`config.mk`:
```
export PLATFORM = sky130hd
export DESIGN_NAME = rgb_palette_fade_sequencer_core
export DESIGN_NICKNAME = d
export VERILOG_FILES = /design/src/design/rpf_pkg.sv /design/src/design/rpf_ram.sv /design/src/design/rpf_step.sv /design/src/design/rgb_palette_fade_sequencer_core.sv
export SDC_FILE = /design/constraint.sdc
export NUM_CORES = 1
export LEC_CHECK = 0
export BUFFER_PORTS_ARGS = -buffer_cell sky130_fd_sc_hd__buf_2
export CAP_MARGIN = 40
export CORE_MARGIN = 2
export CORE_UTILIZATION = 63
export DETAILED_ROUTE_END_ITERATION = 8
export GPL_TIMING_DRIVEN = 0
export MAX_ROUTING_LAYER = met4
export PLACE_DENSITY_LB_ADDON = 0.15
export SETUP_SLACK_MARGIN = 0.5
export SLEW_MARGIN = 30
export SYNTH_ARGS = -nofsm -noshare
export SYNTH_HDL_FRONTEND = slang
export SYNTH_SLANG_ARGS = --single-unit
export TNS_END_PERCENT = 10
```
`constraint.sdc`:
```
create_clock -name clk -period 9.1 [get_ports clk]
set_input_delay 2.73 -clock clk [delete_from_list [all_inputs] [get_ports clk]]
set_output_delay 2.73 -clock clk [all_outputs]
set_load 0.01 [all_outputs]
```
`src/design/rpf_pkg.sv`:
```
`timescale 1ns / 1ps

package rpf_pkg;

  localparam int PALETTE_DEPTH = 8;
  localparam int PAL_AW        = $clog2(PALETTE_DEPTH);
  localparam int COLOR_W       = 24;
  localparam int LEVEL_W       = 8;
  localparam int DUTY_W        = 10;
  localparam int CNT_W         = 4;
  localparam int IVL_W         = 16;
  localparam int CD_W          = 23;
  localparam int CYCLE_SCALE   = 100;
  localparam int CFG_AW        = 2;
  localparam int CFG_DW        = 16;

  typedef enum logic [1:0] {
    CMD_TICK  = 2'd0,
    CMD_WRITE = 2'd1,
    CMD_START = 2'd2
  } cmd_t;

  typedef enum logic [1:0] {
    RUN_IDLE  = 2'd0,
    RUN_FADE  = 2'd1,
    RUN_CYCLE = 2'd2
  } run_t;

  localparam logic [1:0] MODE_SINGLE = 2'd0;
  localparam logic [1:0] MODE_FADE   = 2'd1;
  localparam logic [1:0] MODE_CYCLE  = 2'd2;

  localparam logic [CFG_AW-1:0] REG_MODE     = 2'd0;
  localparam logic [CFG_AW-1:0] REG_COUNT    = 2'd1;
  localparam logic [CFG_AW-1:0] REG_INTERVAL = 2'd2;

  typedef struct packed {
    run_t               run;
    logic [CNT_W-1:0]   pos;
    logic               first;
    logic [COLOR_W-1:0] cur;
    logic [COLOR_W-1:0] tgt;
    logic [CD_W-1:0]    cd;
  } state_t;

  typedef struct packed {
    logic emit;
    logic pal_we;
  } step_ctl_t;

  typedef struct packed {
    logic [PAL_AW-1:0] a;
    logic [PAL_AW-1:0] b;
  } rd_addr_t;

  // position used by a cycling step, wrapped when at or past the count
  function automatic logic [CNT_W-1:0] cycle_pos(input logic [CNT_W-1:0] pos,
                                                 input logic [CNT_W-1:0] cnt);
    return (pos >= cnt) ? '0 : pos;
  endfunction

  // fade: the pair after this one is the last entry and entry zero
  function automatic logic fade_last(input logic [CNT_W-1:0] pos,
                                     input logic [CNT_W-1:0] cnt);
    logic [CNT_W:0] nx;
    nx = {1'b0, pos} + 1'b1;
    return nx == ({1'b0, cnt} - 1'b1);
  endfunction

  function automatic logic [CNT_W-1:0] fade_pos(input logic [CNT_W-1:0] pos,
                                                input logic [CNT_W-1:0] cnt);
    logic [CNT_W:0] nx;
    nx = {1'b0, pos} + 1'b1;
    if (fade_last(pos, cnt)) begin
      return nx[CNT_W-1:0];
    end else if (nx >= {1'b0, cnt}) begin
      return '0;
    end else begin
      return nx[CNT_W-1:0];
    end
  endfunction

  // palette read addresses needed by the next step from this state
  function automatic rd_addr_t pal_rd_addr(input run_t run,
                                           input logic [CNT_W-1:0] pos,
                                           input logic [CNT_W-1:0] cnt);
    logic [CNT_W-1:0] fp;
    logic [CNT_W-1:0] cp;
    rd_addr_t ra;
    fp = fade_pos(pos, cnt);
    cp = cycle_pos(pos, cnt);
    if (run == RUN_FADE) begin
      ra.a = fp[PAL_AW-1:0];
      ra.b = fade_last(pos, cnt) ? '0 : PAL_AW'(fp[PAL_AW-1:0] + 1'b1);
    end else begin
      ra.a = cp[PAL_AW-1:0];
      ra.b = '0;
    end
    return ra;
  endfunction

  function automatic logic [LEVEL_W-1:0] approach(input logic [LEVEL_W-1:0] c,
                                                  input logic [LEVEL_W-1:0] t);
    if (c > t) begin
      return c - 1'b1;
    end else if (c < t) begin
      return c + 1'b1;
    end else begin
      return c;
    end
  endfunction

  function automatic logic [DUTY_W-1:0] duty(input logic [LEVEL_W-1:0] lvl);
    return {lvl, 2'b00};
  endfunction

endpackage

```
`src/design/rpf_ram.sv`:
```
`timescale 1ns / 1ps

module rpf_ram #(
  parameter int WIDTH = 24,
  parameter int DEPTH = 8
) (
  input  logic                     clk,
  input  logic                     we,
  input  logic [$clog2(DEPTH)-1:0] waddr,
  input  logic [WIDTH-1:0]         wdata,
  input  logic [$clog2(DEPTH)-1:0] raddr_a,
  input  logic [$clog2(DEPTH)-1:0] raddr_b,
  output logic [WIDTH-1:0]         rdata_a,
  output logic [WIDTH-1:0]         rdata_b
);

  logic [WIDTH-1:0] mem [DEPTH];

  // read during write returns the old word
  always_ff @(posedge clk) begin
    if (we) begin
      mem[waddr] <= wdata;
    end
    rdata_a <= mem[raddr_a];
    rdata_b <= mem[raddr_b];
  end

endmodule

```
`src/design/rpf_step.sv`:
```
`timescale 1ns / 1ps

module rpf_step (
  input  rpf_pkg::state_t                     st,
  input  logic [1:0]                          cmd,
  input  logic [1:0]                          mode_select,
  input  logic [rpf_pkg::CNT_W-1:0]           color_count,
  input  logic [rpf_pkg::IVL_W-1:0]           interval_ms,
  input  logic [rpf_pkg::COLOR_W-1:0]         pal0,
  input  logic [rpf_pkg::COLOR_W-1:0]         pal1,
  input  logic [rpf_pkg::COLOR_W-1:0]         rd_a,
  input  logic [rpf_pkg::COLOR_W-1:0]         rd_b,
  output rpf_pkg::state_t                     st_next,
  output rpf_pkg::step_ctl_t                  ctl,
  output logic [rpf_pkg::COLOR_W-1:0]         emit_color
);

  logic [rpf_pkg::COLOR_W-1:0] cur0;
  logic [rpf_pkg::COLOR_W-1:0] tgt0;
  logic [rpf_pkg::COLOR_W-1:0] stepped;
  logic [rpf_pkg::CD_W-1:0]    period;
  logic [rpf_pkg::CNT_W-1:0]   cyc_pos;

  // the first fade step starts from the first two entries
  assign cur0 = st.first ? pal0 : st.cur;
  assign tgt0 = st.first ? pal1 : st.tgt;

  assign stepped = {rpf_pkg::approach(cur0[23:16], tgt0[23:16]),
                    rpf_pkg::approach(cur0[15:8], tgt0[15:8]),
                    rpf_pkg::approach(cur0[7:0], tgt0[7:0])};

  assign period = (st.run == rpf_pkg::RUN_CYCLE)
                ? rpf_pkg::CD_W'(interval_ms) * rpf_pkg::CD_W'(rpf_pkg::CYCLE_SCALE)
                : rpf_pkg::CD_W'(interval_ms);

  assign cyc_pos = rpf_pkg::cycle_pos(st.pos, color_count);

  always_comb begin
    st_next    = st;
    ctl.emit   = 1'b0;
    ctl.pal_we = 1'b0;
    emit_color = '0;
    unique case (cmd)
      rpf_pkg::CMD_WRITE: begin
        ctl.pal_we = 1'b1;
      end
      rpf_pkg::CMD_START: begin
        st_next.run   = rpf_pkg::RUN_IDLE;
        st_next.pos   = '0;
        st_next.cd    = '0;
        st_next.first = 1'b1;
        if (mode_select == rpf_pkg::MODE_SINGLE) begin
          ctl.emit   = 1'b1;
          emit_color = pal0;
        end else if ((mode_select == rpf_pkg::MODE_FADE ||
                      mode_select == rpf_pkg::MODE_CYCLE) && color_count > 4'd1) begin
          st_next.run = rpf_pkg::run_t'(mode_select);
        end
      end
      rpf_pkg::CMD_TICK: begin
        if (st.run != rpf_pkg::RUN_IDLE) begin
          if (st.cd != '0) begin
            st_next.cd = st.cd - 1'b1;
          end else begin
            st_next.cd = (period == '0) ? '0 : period - 1'b1;
            if (st.run == rpf_pkg::RUN_FADE) begin
              st_next.first = 1'b0;
              if (cur0 != tgt0) begin
                st_next.cur = stepped;
                st_next.tgt = tgt0;
                ctl.emit    = 1'b1;
                emit_color  = stepped;
              end else begin
                // arrived: move on to the next pair, nothing shown
                st_next.pos = rpf_pkg::fade_pos(st.pos, color_count);
                st_next.cur = rd_a;
                st_next.tgt = rd_b;
              end
            end else begin
              st_next.pos = cyc_pos + 1'b1;
              ctl.emit    = 1'b1;
              emit_color  = rd_a;
            end
          end
        end
      end
      default: ;
    endcase
  end

endmodule

```
`src/design/rgb_palette_fade_sequencer_core.sv`:
```
`timescale 1ns / 1ps

// RGB palette fade sequencer. Takes one word per clock on the s_ side: ticks,
// palette writes and mode starts. A word is held in the input register and is
// worked from there, and its result is registered in the output register on
// the m_ side; the input register doubles as a skid stage, so a word is still
// taken while a result waits in the output register, and the
// input stalls only when both are full. The palette is a small two-read-port
// RAM with registered read; it is read every cycle at the addresses the next
// step will need, computed from the position that the word now in work
// leaves behind, with a write of that same word forwarded. Entries 0 and 1
// are also kept in flops for single-color starts and the first fade step.
// Ticks are counted down from interval_ms (times 100 in cycling mode) per step.

module rgb_palette_fade_sequencer_core (
  input  logic                          clk,
  input  logic                          rst,
  input  logic                          s_tvalid,
  output logic                          s_tready,
  input  logic [31:0]                   s_tdata,   // entry_index, red_in, green_in, blue_in
  input  logic [1:0]                    s_tuser,   // cmd
  output logic                          m_tvalid,
  input  logic                          m_tready,
  output logic [31:0]                   m_tdata,   // red_duty, green_duty, blue_duty
  input  logic                          cfg_we,
  input  logic [rpf_pkg::CFG_AW-1:0]    cfg_index,
  input  logic [rpf_pkg::CFG_DW-1:0]    cfg_data
);

  logic [1:0]                  mode_select;
  logic [rpf_pkg::CNT_W-1:0]   color_count;
  logic [rpf_pkg::IVL_W-1:0]   interval_ms;
  logic [rpf_pkg::CNT_W-1:0]   cnt_after;

  logic                        p_valid;
  logic [1:0]                  p_cmd;
  logic [rpf_pkg::PAL_AW-1:0]  p_idx;
  logic [rpf_pkg::COLOR_W-1:0] p_rgb;
  logic                        p_fire;
  logic                        s_accept;

  rpf_pkg::state_t             st;
  rpf_pkg::state_t             st_next;
  rpf_pkg::state_t             st_after;
  rpf_pkg::step_ctl_t          ctl;
  logic [rpf_pkg::COLOR_W-1:0] emit_color;

  logic [rpf_pkg::COLOR_W-1:0] pal0;
  logic [rpf_pkg::COLOR_W-1:0] pal1;
  rpf_pkg::rd_addr_t           raddr;
  logic [rpf_pkg::COLOR_W-1:0] ram_a;
  logic [rpf_pkg::COLOR_W-1:0] ram_b;
  logic [rpf_pkg::COLOR_W-1:0] rd_a;
  logic [rpf_pkg::COLOR_W-1:0] rd_b;
  logic                        fwd_a;
  logic                        fwd_b;
  logic [rpf_pkg::COLOR_W-1:0] fwd_data;
  logic                        pal_write;

  assign p_fire   = p_valid && (!m_tvalid || m_tready);
  assign s_tready = !p_valid || p_fire;
  assign s_accept = s_tvalid && s_tready;

  assign pal_write = p_fire && ctl.pal_we;

  // state and count as they stand after this edge
  assign st_after  = p_fire ? st_next : st;
  assign cnt_after = (cfg_we && cfg_index == rpf_pkg::REG_COUNT)
                   ? cfg_data[rpf_pkg::CNT_W-1:0] : color_count;
  assign raddr     = rpf_pkg::pal_rd_addr(st_after.run, st_after.pos, cnt_after);

  assign rd_a = fwd_a ? fwd_data : ram_a;
  assign rd_b = fwd_b ? fwd_data : ram_b;

  rpf_ram #(
    .WIDTH (rpf_pkg::COLOR_W),
    .DEPTH (rpf_pkg::PALETTE_DEPTH)
  ) u_palette (
    .clk     (clk),
    .we      (pal_write),
    .waddr   (p_idx),
    .wdata   (p_rgb),
    .raddr_a (raddr.a),
    .raddr_b (raddr.b),
    .rdata_a (ram_a),
    .rdata_b (ram_b)
  );

  rpf_step u_step (
    .st          (st),
    .cmd         (p_cmd),
    .mode_select (mode_select),
    .color_count (color_count),
    .interval_ms (interval_ms),
    .pal0        (pal0),
    .pal1        (pal1),
    .rd_a        (rd_a),
    .rd_b        (rd_b),
    .st_next     (st_next),
    .ctl         (ctl),
    .emit_color  (emit_color)
  );

  always_ff @(posedge clk) begin
    if (rst) begin
      mode_select <= '0;
      color_count <= '0;
      interval_ms <= '0;
      p_valid     <= 1'b0;
      m_tvalid    <= 1'b0;
      fwd_a       <= 1'b0;
      fwd_b       <= 1'b0;
      st.run      <= rpf_pkg::RUN_IDLE;
      st.pos      <= '0;
      st.first    <= 1'b1;
      st.cur      <= '0;
      st.tgt      <= '0;
      st.cd       <= '0;
    end else begin
      if (cfg_we) begin
        unique case (cfg_index)
          rpf_pkg::REG_MODE:     mode_select <= cfg_data[1:0];
          rpf_pkg::REG_COUNT:    color_count <= cfg_data[rpf_pkg::CNT_W-1:0];
          rpf_pkg::REG_INTERVAL: interval_ms <= cfg_data;
          default: ;
        endcase
      end
      if (s_tready) begin
        p_valid <= s_tvalid;
      end
      if (p_fire) begin
        st <= st_next;
      end
      if (p_fire && ctl.emit) begin
        m_tvalid <= 1'b1;
      end else if (m_tready) begin
        m_tvalid <= 1'b0;
      end
      // a palette write lands in the same edge as the read it must feed
      fwd_a <= pal_write && (p_idx == raddr.a);
      fwd_b <= pal_write && (p_idx == raddr.b);
    end
  end

  always_ff @(posedge clk) begin
    if (s_accept) begin
      p_cmd <= s_tuser;
      p_idx <= s_tdata[2:0];
      p_rgb <= {s_tdata[10:3], s_tdata[18:11], s_tdata[26:19]};
    end
    if (pal_write) begin
      fwd_data <= p_rgb;
      if (p_idx == rpf_pkg::PAL_AW'(0)) begin
        pal0 <= p_rgb;
      end
      if (p_idx == rpf_pkg::PAL_AW'(1)) begin
        pal1 <= p_rgb;
      end
    end
    if (p_fire && ctl.emit) begin
      m_tdata <= {2'b00,
                  rpf_pkg::duty(emit_color[7:0]),
                  rpf_pkg::duty(emit_color[15:8]),
                  rpf_pkg::duty(emit_color[23:16])};
    end
  end

endmodule

```
## After elaboration in Yosys (flattened, before gate mapping)

Memories as Yosys holds them, arrays and structs flattened. A register that Yosys moved wholly into a read port is not among the register bits.
Index checks and enable logic that the tools add are counted.

| word-level totals | value |
|---|---|
| output and inout port bits | 34 |
| word-level logic and storage cells | 148 |
| bits in registers | 229 |
| RAM bits | 192 |
| memories kept | 1 |

| cells by class | value |
|---|---|
| reduce and logical (&&, ||, !) cells | 30 |
| bitwise logic cells | 1 |
| eq/ne operators | 18 |
| $mul | 1 |
| $lt $le $gt $ge | 11 |
| add/sub/neg operators | 14 |
| multiplexer cells | 52 |

Memory list:

| memory | depth | width | rd ports | clocked after Yosys merged registers in | wr ports | RTL line | RTL |
|---|---|---|---|---|---|---|---|
| u_palette.mem | 8 | 24 | 2 | 2 | 1 | rpf_ram.sv:17 | `logic [WIDTH-1:0] mem [DEPTH];` |

Operators by type and width:

| operator | number |
|---|---|
| 24-bit two-way mux | 9 |
| 48-bit two-way mux | 2 |
| 78-bit two-way mux | 1 |
| 76-bit two-way mux | 1 |
| 23-bit two-way mux | 3 |
| 53-bit two-way mux | 1 |
| 49-bit two-way mux | 1 |
| 8-bit two-way mux | 6 |
| 24-bit one-hot mux with 2 select lines | 1 |
| 23-bit one-hot mux with 2 select lines | 1 |
| 23-bit by 1-bit subtractor with 23-bit output (second input constant) | 2 |
| 8-bit by 1-bit adder with 8-bit output (second input constant) | 3 |
| 8-bit > comparator | 3 |
| 8-bit < comparator | 3 |
| 4-bit two-way mux | 6 |
| 24-bit != test | 1 |
| 8-bit by 1-bit subtractor with 8-bit output (second input constant) | 3 |
| 23-bit zero test | 1 |
| 23-bit nonzero test | 1 |
| 16-bit by 5-bit multiplier with 21-bit output (second input constant) | 1 |
| 3-bit two-way mux | 4 |
| 4-bit by 1-bit adder with 5-bit output (second input constant) | 2 |
| 2-bit by 1-bit equality test with 1-bit output (second input constant) | 5 |
| 5-bit equality test | 2 |
| 26 further kinds | 64 |

## Longest topological paths before layout

Gate-level depths: netlist of run 1.

| logic depth | value |
|---|---|
| depth in word-level cells | 19 |
| depth in mapped cells | 31 |

## Hierarchy

From an unflattened synthesis of run 1, not the netlist that was laid out.

| unflattened totals | value |
|---|---|
| cells, all modules | 2212 |
| area, all modules | 25548.3 um2 |

By module, submodules not included:

| module | area an instance (um2) | cells each | times used |
|---|---|---|---|
| rpf_ram | 9810.7 | 423 | 1 |
| rgb_palette_fade_sequencer_core | 8709.6 | 735 | 1 |
| rpf_step | 7028.0 | 1054 | 1 |

## Worst setup path before layout of run 1

No wires, ideal clock.

| timing | value |
|---|---|
| kind | register to register |
| start | reg, netlist name st[71] |
| end | reg u_palette.rdata_b[10] (read register of u_palette.mem) |
| buffers on the path | 11 |
| setup time | 0.138 ns |
| arrival time | 7.339 ns |
| period minus slack after synthesis | 7.477 ns |
| cell stages (with the launch flop) | 32 |
| setup slack | 1.623 ns |
| path through | dfxtp_1 > clkbuf_1 > buf_1 > clkbuf_1 > clkbuf_1 > clkbuf_1 > mux2i_1 > ha_1 > nand4_1 > nor2_1 > and3_1 > clkbuf_1 > a31o_2 > a41o_1 > buf_2 > buf_1 > ha_1 > xnor2_1 > nor2_1 > and3_1 > nand3_1 > mux2i_1 > or2_2 > a21oi_2 > clkbuf_1 > nor2_1 > ha_1 > xnor2_1 > nor2b_1 > clkbuf_1 > clkbuf_1 > a211oi_1 |

RTL lines:

| element | RTL line | RTL |
|---|---|---|
| end, declared | rpf_ram.sv:14 | `output logic [WIDTH-1:0] rdata_b` |

==> results.cfg, run 1 <==
[sta]
relSlewSlack_pct = 39.6
maxClockFrequency_mhz = 117
finalHoldViolCount = 0
timing.clock.skew_ns = 0.0323
slew_viol_final = 0
grt_setup_unrepaired = true
timing.setup.tns_ns = 0
finalHoldWorstSlack_ns = 0.451
report.final.setup_viol = 0
layout_worst_path_cycle_share_pct = 93.9
transition_time_of_the_tightest_slew_check_pin_ns = 0.883
finalCriticalPeriod_ns = 8.54

[worst_setup_path]
worst_r2r_startpoint = st[71]
critical_path.endpoint = u_palette.rdata_b[18]
ff2ff_path_depth = 31
critical-path-slowest-cell = mux2i_1
end_kind = flop
timing.setup.critical_path_class = reg2reg
worst_ep_arrival_time_ns = 9.01
crit_path_start_kind = flop
required_ns = 9.57
worst_path_largest_cell_delay_ns = 0.45
path_common_cell = clkbuf_4
crit_reg_reg_endpoint = u_palette.rdata_b[18]
rrSetupSlack_ns = 0.56
worst_setup_path_startpoint = st[71]
critical_path.top_delay_family = buffers and inverters
worstSetupPathDepth = 31
critical_path.n_buffers_inverters = 10
worstPathMaxFanout = 11

[place]
dpl.cell_count = 2973
routabilityCongestion = 1.02
placement.io_buffers = 77
detailedPlacementHpwl_microns = 56500

[synth]
netlist.top_cell.by_area = edfxtp_1
postSynthAreaPerCell_sq_um = 10.7
postSynthRegisterBits = 469
most_instantiated_library_cell_after_synthesis = edfxtp_1
synth.top_cells.by_count = 317 x edfxtp_1, 168 x nor2_1, 152 x dfxtp_1, 150 x nand2_1, 147 x inv_1
synthArstFlopShare_pct = 0
fraction_of_synthesized_cell_area_taken_by_the_top_area_cell_type_pct = 38.2
netlist_instances = 2333
number_of_enable_type_register_cells_in_the_synthesized_netlist = 317
yosysUniqueCellTypes = 84
cell_types_occupying_the_most_area_after_synthesis = edfxtp_1 38%, dfxtp_1 12%, ha_1 5.5%, mux2i_1 4.7%, a211oi_1 3.0%
synth_seq_area_share_pct = 50.4
synth_top_flop_cell = edfxtp_1
synth-warning-count = 0
synthesis.area_sq_um = 24900

[floorplanning]
core_region_area_sq_um = 38800
dieWidth_microns = 203
floorplan.die_area_sq_um = 41200
core.rowCount = 72
ios = 91
initial_core_util_pct = 64.2
die_y_microns = 203

[grt]
grt_util_all_layers_pct = 38.2
grt_start_max_net_pins = 25
antenna_violations_before_repair = 3
grt_first_pass_wirelength_microns = 116000
number_of_global_route_vias_before_repair = 20080
grt_remaining_overflow = 0

[drt]
via_per_inst = 6.62
avgRoutedWirePerCell_microns = 24.8
number_of_drc_violations_after_detailed_routing_iteration_0 = 2498
detailroute.via_count = 20292
detail_route.first_pass.iterations = 6
route.detailed.drc = 0
drt_wl_total_microns = 76000
drt.antenna.violating_nets = 0

[clock_network]
num_cts_buffers = 49
clock_tree.root_cell = clkbuf_16
cts.reportedPaths.clkPinSlew_ns = 0.06
tritoncts = yes
clkSinkCount = 469
cts_max_level = 2
clkLatencyLatePin_ns = 0.62
cts-root-to-sink-buffers = 3

[power_and_ir_drop]
power_density_nw_per_um2 = 164
p_leak_nw = 10.6
irDropWorstVdd_v = 0.000196

[run_status]
outcome = complete, no violations

[cells_and_area]
multi_input_comb_area_sq_um = 11400
fin_cells = 3066
share_of_post_route_cells_with_drive_strength_above_1_pct = 12.4
nets = 2685
areaGrowthSynthToFinish_pct = 13.2
post-route-util_pct = 72.7
final-seq-area_sq_um = 12600
layout.filler_cells = 2880

[worst_hold_path]
min-delay-path-class = reg2reg

[flow_run]
drv.max_cap_violation_count = 0
[how the worst min path moves through the flow]
stage / cells past startpoint / slack [ns] / endpoint / from
finish: 2 / 0.45 / st[31] / st[31]
global route: 2 / 0.47 / st[39] / st[39]
CTS: 2 / 0.45 / st[31] / st[31]
detailed placement: 2 / 0.44 / st[31] / st[31]
global placement: 2 / 0.44 / st[23] / st[23]
floorplan: 2 / 0.43 / st[23] / st[23]
[area by class of cell]
| type | count | area share, % |
|---|---|---|
| Multi-Input combinational cell | 1573 | 40.3 |
| Inverter | 148 | 1.97 |
| Timing Repair Buffer | 116 | 2.75 |
| Sequential cell | 469 | 44.5 |
| Antenna cell | 2 | 0.0177 |
| Clock inverter | 26 | 1.09 |
| Tap cell | 518 | 2.30 |
| Buffer | 150 | 2.41 |
| Clock buffer | 64 | 4.72 |
[layer usage]
metal | vias to the layer above | GRT usage (%) | wire, microns
met2 | 1227 | 61.9 | 35800
li1 | 9136 | - | -
met4 | 0 | 15.6 | 3360
met1 | 9654 | 47.5 | 29400
met3 | 275 | 6.97 | 7400
met5 | - | - | 0
[cell usage in the layout, fill, tap and decap left out, drive strengths merged, types with 9 or more instances in the layout]
cell     synthesis  final
mux2i          118    118
nand3           29     29
o211ai          27     27
edfxtp         317    317
xor2            24     24
o221a           26     26
xnor2           36     36
clkinv           0     14
a211oi         101    101
and2            12     12
a31oi            9      9
a32oi           26     26
ha             110    110
mux2            39     39
a221oi          23     23
nand2          151    151
nor3            74     74
or2              9      9
inv            148    150
or3             13     13
o21ai           78     78
buf             45    158
o22ai           16     16
clkbuf         105    169
fa              11     11
and3            31     31
nand4           12     12
nand2b          20     20
o21a            16     16
a21o            16     16
nand3b          10     10
a22oi           20     20
nor2b           36     36
nor2           168    168
o2bb2ai         28     28
nor4            13     13
dfxtp          152    152
a21oi          144    144
o32ai           51     51
[cells by family (layout without fill, tap and decap cells)]
family / count (synthesis) / count (layout) / share of synthesized area [%]
AOI/OAI and AO/OA: 624 / 624 / 17.8
and+or+nand+nor: 600 / 600 / 11.7
other: 1 / 10 / 0.0150
muxes: 157 / 157 / 6.50
buffers and inverters: 298 / 504 / 4.83
DFF: 469 / 469 / 50.4
adders and majority gates: 121 / 121 / 6.40
xor gates and xnor gates: 63 / 63 / 2.38
[metrics by stage]
stage	area [sq um]	total power, W	worst slack (ns)
final	28200	0.00464	0.556
after floorplan	25000	0.00252	1.62
after detailed placement	26500	0.00262	-1.84
after global placement	26000	0.00261	-1.82
after CTS	28200	0.00464	0.511
after global routing	28200	0.00476	0.391
[repair_timing]
| item | 4_1_cts | 5_1_grt |
|---|---|---|
| endpoints found under the setup margin | 50 | 21 |
| hold buffers | 0 | 0 |
| buffers inserted | 0 | 0 |
| gates resized for setup | 22 | 19 |
| cloned | 0 | 0 |
[where the power goes]
part	switching [W]	total (W)	internal, W
combinational	0.000166	0.000256	0.0000895
sequential	0.0000370	0.00233	0.00229
clock	0.000871	0.00205	0.00118
total	0.00107	0.00464	0.00357
[worst register-to-register path, delay by kind of cell (launching register included)]
| kind | cells | cell delay, ns |
|---|---|---|
| adder cells (fa/ha/maj) | 3 | 0.78 |
| flip-flops | 1 | 0.33 |
| buffers and inverters | 10 | 3.14 |
| XOR/XNOR | 2 | 0.51 |
| multiplexers | 2 | 0.55 |
| AND/OR/NAND/NOR | 8 | 1.46 |
| AO/OA/AOI/OAI | 6 | 1.64 |
[flip-flops by register name (all words and copies together), names as in the netlist]
name and flops:
st 78, p_cmd 2, fwd_b 1, p_idx 3, u_palette.rdata_b 24, p_rgb 24, fwd_a 1, u_palette.rdata_a 24
interval_ms 16, p_valid 1, mode_select 2, color_count 4, m_tvalid 1, u_palette.mem 192, m_tdata 24, fwd_data 24
pal1 24, pal0 24
Power figures use the tool's default switching activity.
==> run 2: changes to the inputs <==
--- a/config.mk
+++ b/config.mk
@@ -7,6 +7,7 @@
 export LEC_CHECK = 0
 export BUFFER_PORTS_ARGS = -buffer_cell sky130_fd_sc_hd__buf_2
 export CAP_MARGIN = 40
+export CORE_ASPECT_RATIO = 1.2
 export CORE_MARGIN = 2
 export CORE_UTILIZATION = 63
 export DETAILED_ROUTE_END_ITERATION = 8
==> run 2 against run 1 <==
Effect of this change: via count up 0.78%; critical endpoint is now u_palette.rdata_b[14]; cell area is 0.54% lower; final cell count about the same; first-iteration DRC count grew 6.3%; largest cell class unchanged.
==> results.cfg, run 2 (synthesized netlist as in run 1, its figures left out) <==
[run_status]
outcome = complete, no violations

[grt]
grt_util_all_layers_pct = 38.3
grt_start_max_net_pins = 30
number_of_global_route_vias_before_repair = 19996
grt_first_pass_wirelength_microns = 115000
grt_remaining_overflow = 0
antenna_violations_before_repair = 1

[drt]
drt_wl_total_microns = 76400
drt.antenna.violating_nets = 0
route.detailed.drc = 0
number_of_drc_violations_after_detailed_routing_iteration_0 = 2655
detailroute.via_count = 20451
avgRoutedWirePerCell_microns = 24.9
detail_route.first_pass.iterations = 8
via_per_inst = 6.67

[clock_network]
cts.repair_timing.setup_buffer_count = 0
cts.reportedPaths.clkPinSlew_ns = 0.06
cts_max_level = 2
num_cts_buffers = 46
clock_tree.root_cell = clkbuf_16
clkSinkCount = 469
clkLatencyLatePin_ns = 0.61
tritoncts = yes
cts-root-to-sink-buffers = 3

[sta]
maxClockFrequency_mhz = 118
finalHoldWorstSlack_ns = 0.451
grt_setup_unrepaired = true
report.final.setup_viol = 0
slew_viol_final = 0
layout_worst_path_cycle_share_pct = 92.8
relSlewSlack_pct = 44.6
finalHoldViolCount = 0
finalCriticalPeriod_ns = 8.44
timing.clock.skew_ns = 0.0155
transition_time_of_the_tightest_slew_check_pin_ns = 0.831

[cells_and_area]
fin_cells = 3067
layout_commonest_cell = edfxtp_1
regMostFlops = u_palette.mem
areaGrowthSynthToFinish_pct = 12.6
share_of_post_route_cells_with_drive_strength_above_1_pct = 12.2
biggestRegsByFlops = u_palette.mem x192, st x78
commonest_cells_after_routing_fill_and_taps_aside = 317 x edfxtp_1, 162 x nor2_1, 152 x dfxtp_1
largest_register_ffs = 192
multi_input_comb_area_sq_um = 11300
nets = 2680
final-seq-area_sq_um = 12600
layout.filler_cells = 2860

[power_and_ir_drop]
total_power_w = 0.00451
irDropWorstVdd_v = 0.000293
power_density_nw_per_um2 = 161
p_leak_nw = 10.5

[worst_setup_path]
critical_path.n_buffers_inverters = 11
crit_path_start_kind = flop
worstPathMaxFanout = 11
required_ns = 9.56
timing.setup.critical_path_class = reg2reg
ff2ff_path_depth = 31
worstSetupPathDepth = 31
worst_path_largest_cell_delay_ns = 0.42
critical_path.top_delay_family = buffers and inverters
worst_ep_arrival_time_ns = 8.90
end_kind = flop
critical-path-slowest-cell = mux2i_2

[floorplanning]
core_region_area_sq_um = 38900
initial_core_util_pct = 64.0
ios = 91
floorplan.die_area_sq_um = 41200
core.rowCount = 79
dieWidth_microns = 186
die_y_microns = 222

[worst_hold_path]
worstHoldPathCells = 2
min-delay-path-class = reg2reg

[flow_run]
drv.max_cap_violation_count = 0

[place]
placement.io_buffers = 77
detailedPlacementHpwl_microns = 56400
dpl.cell_count = 2979
routabilityCongestion = 1.00
[run 2: cell types whose count changed in the layout (fill, tap and decap cells not counted), moves of 3 or more]
cell,before,now
clkbuf_1,104,98
clkbuf_8,5,8
a211oi_1,93,97
a211oi_2,8,4
clkbuf_2,6,9
bufinv_16,5,1
[run 2: metrics by stage]
stage                     setup slack, ns  TNS (ns)  utilization [%]  instance area [sq um]
after floorplan                      1.62         0                -                  25000
after global placement              -1.81    -56.11             66.8                  26000
after detailed placement            -1.83    -57.66             67.9                  26400
after CTS                           0.597         0             72.0                  28000
after global routing                0.425         0             72.1                  28100
final                               0.659         0             72.1                  28100
[run 2: cell type report]
class	count	area share, %
clock inverter	25	0.784
inverter	148	1.98
multi-input combinational	1573	40.4
timing repair buffer	114	2.60
clock buffer	61	4.74
tap	526	2.34
sequential	469	44.7
antenna	1	0.00891
buffer	150	2.42
[run 2: final timing paths]
kind                      endpoint  startpoint  slack [ns]
max          u_palette.rdata_b[14]      st[71]        0.66
min                         st[56]      st[56]        0.45
max reg2reg  u_palette.rdata_b[14]      st[71]        0.66
min reg2reg                 st[56]      st[56]        0.45
[run 2: power by group]
group / switching, W / internal [W]
registers: 0.0000359 / 0.00229
logic: 0.000170 / 0.0000888
clock network: 0.000853 / 0.00107
[run 2: timing repair]
item	4_1_cts	5_1_grt
gates resized for setup	24	11
endpoints found under the hold margin	0	0
hold buffers	0	0
gates cloned	0	0
endpoints found under the setup margin	50	21
[run 2: metal layers]
| layer | up-vias | wire [microns] | track usage, % | share of wire (%) |
|---|---|---|---|---|
| met1 | 9739 | 29300 | 47.3 | 38 |
| met5 | - | 0 | - | 0 |
| li1 | 9111 | - | - | - |
| met3 | 307 | 6970 | 6.47 | 9.1 |
| met2 | 1294 | 36300 | 60.7 | 47 |
| met4 | 0 | 3920 | 19.1 | 5.1 |
[run 2: tightest hold or removal path: cells and delay by family, from the launching register on]
family	cells	cell delay, ns
flip-flops	1	0.31
AND/OR/NAND/NOR	1	0.05
AO/OA/AOI/OAI	1	0.05
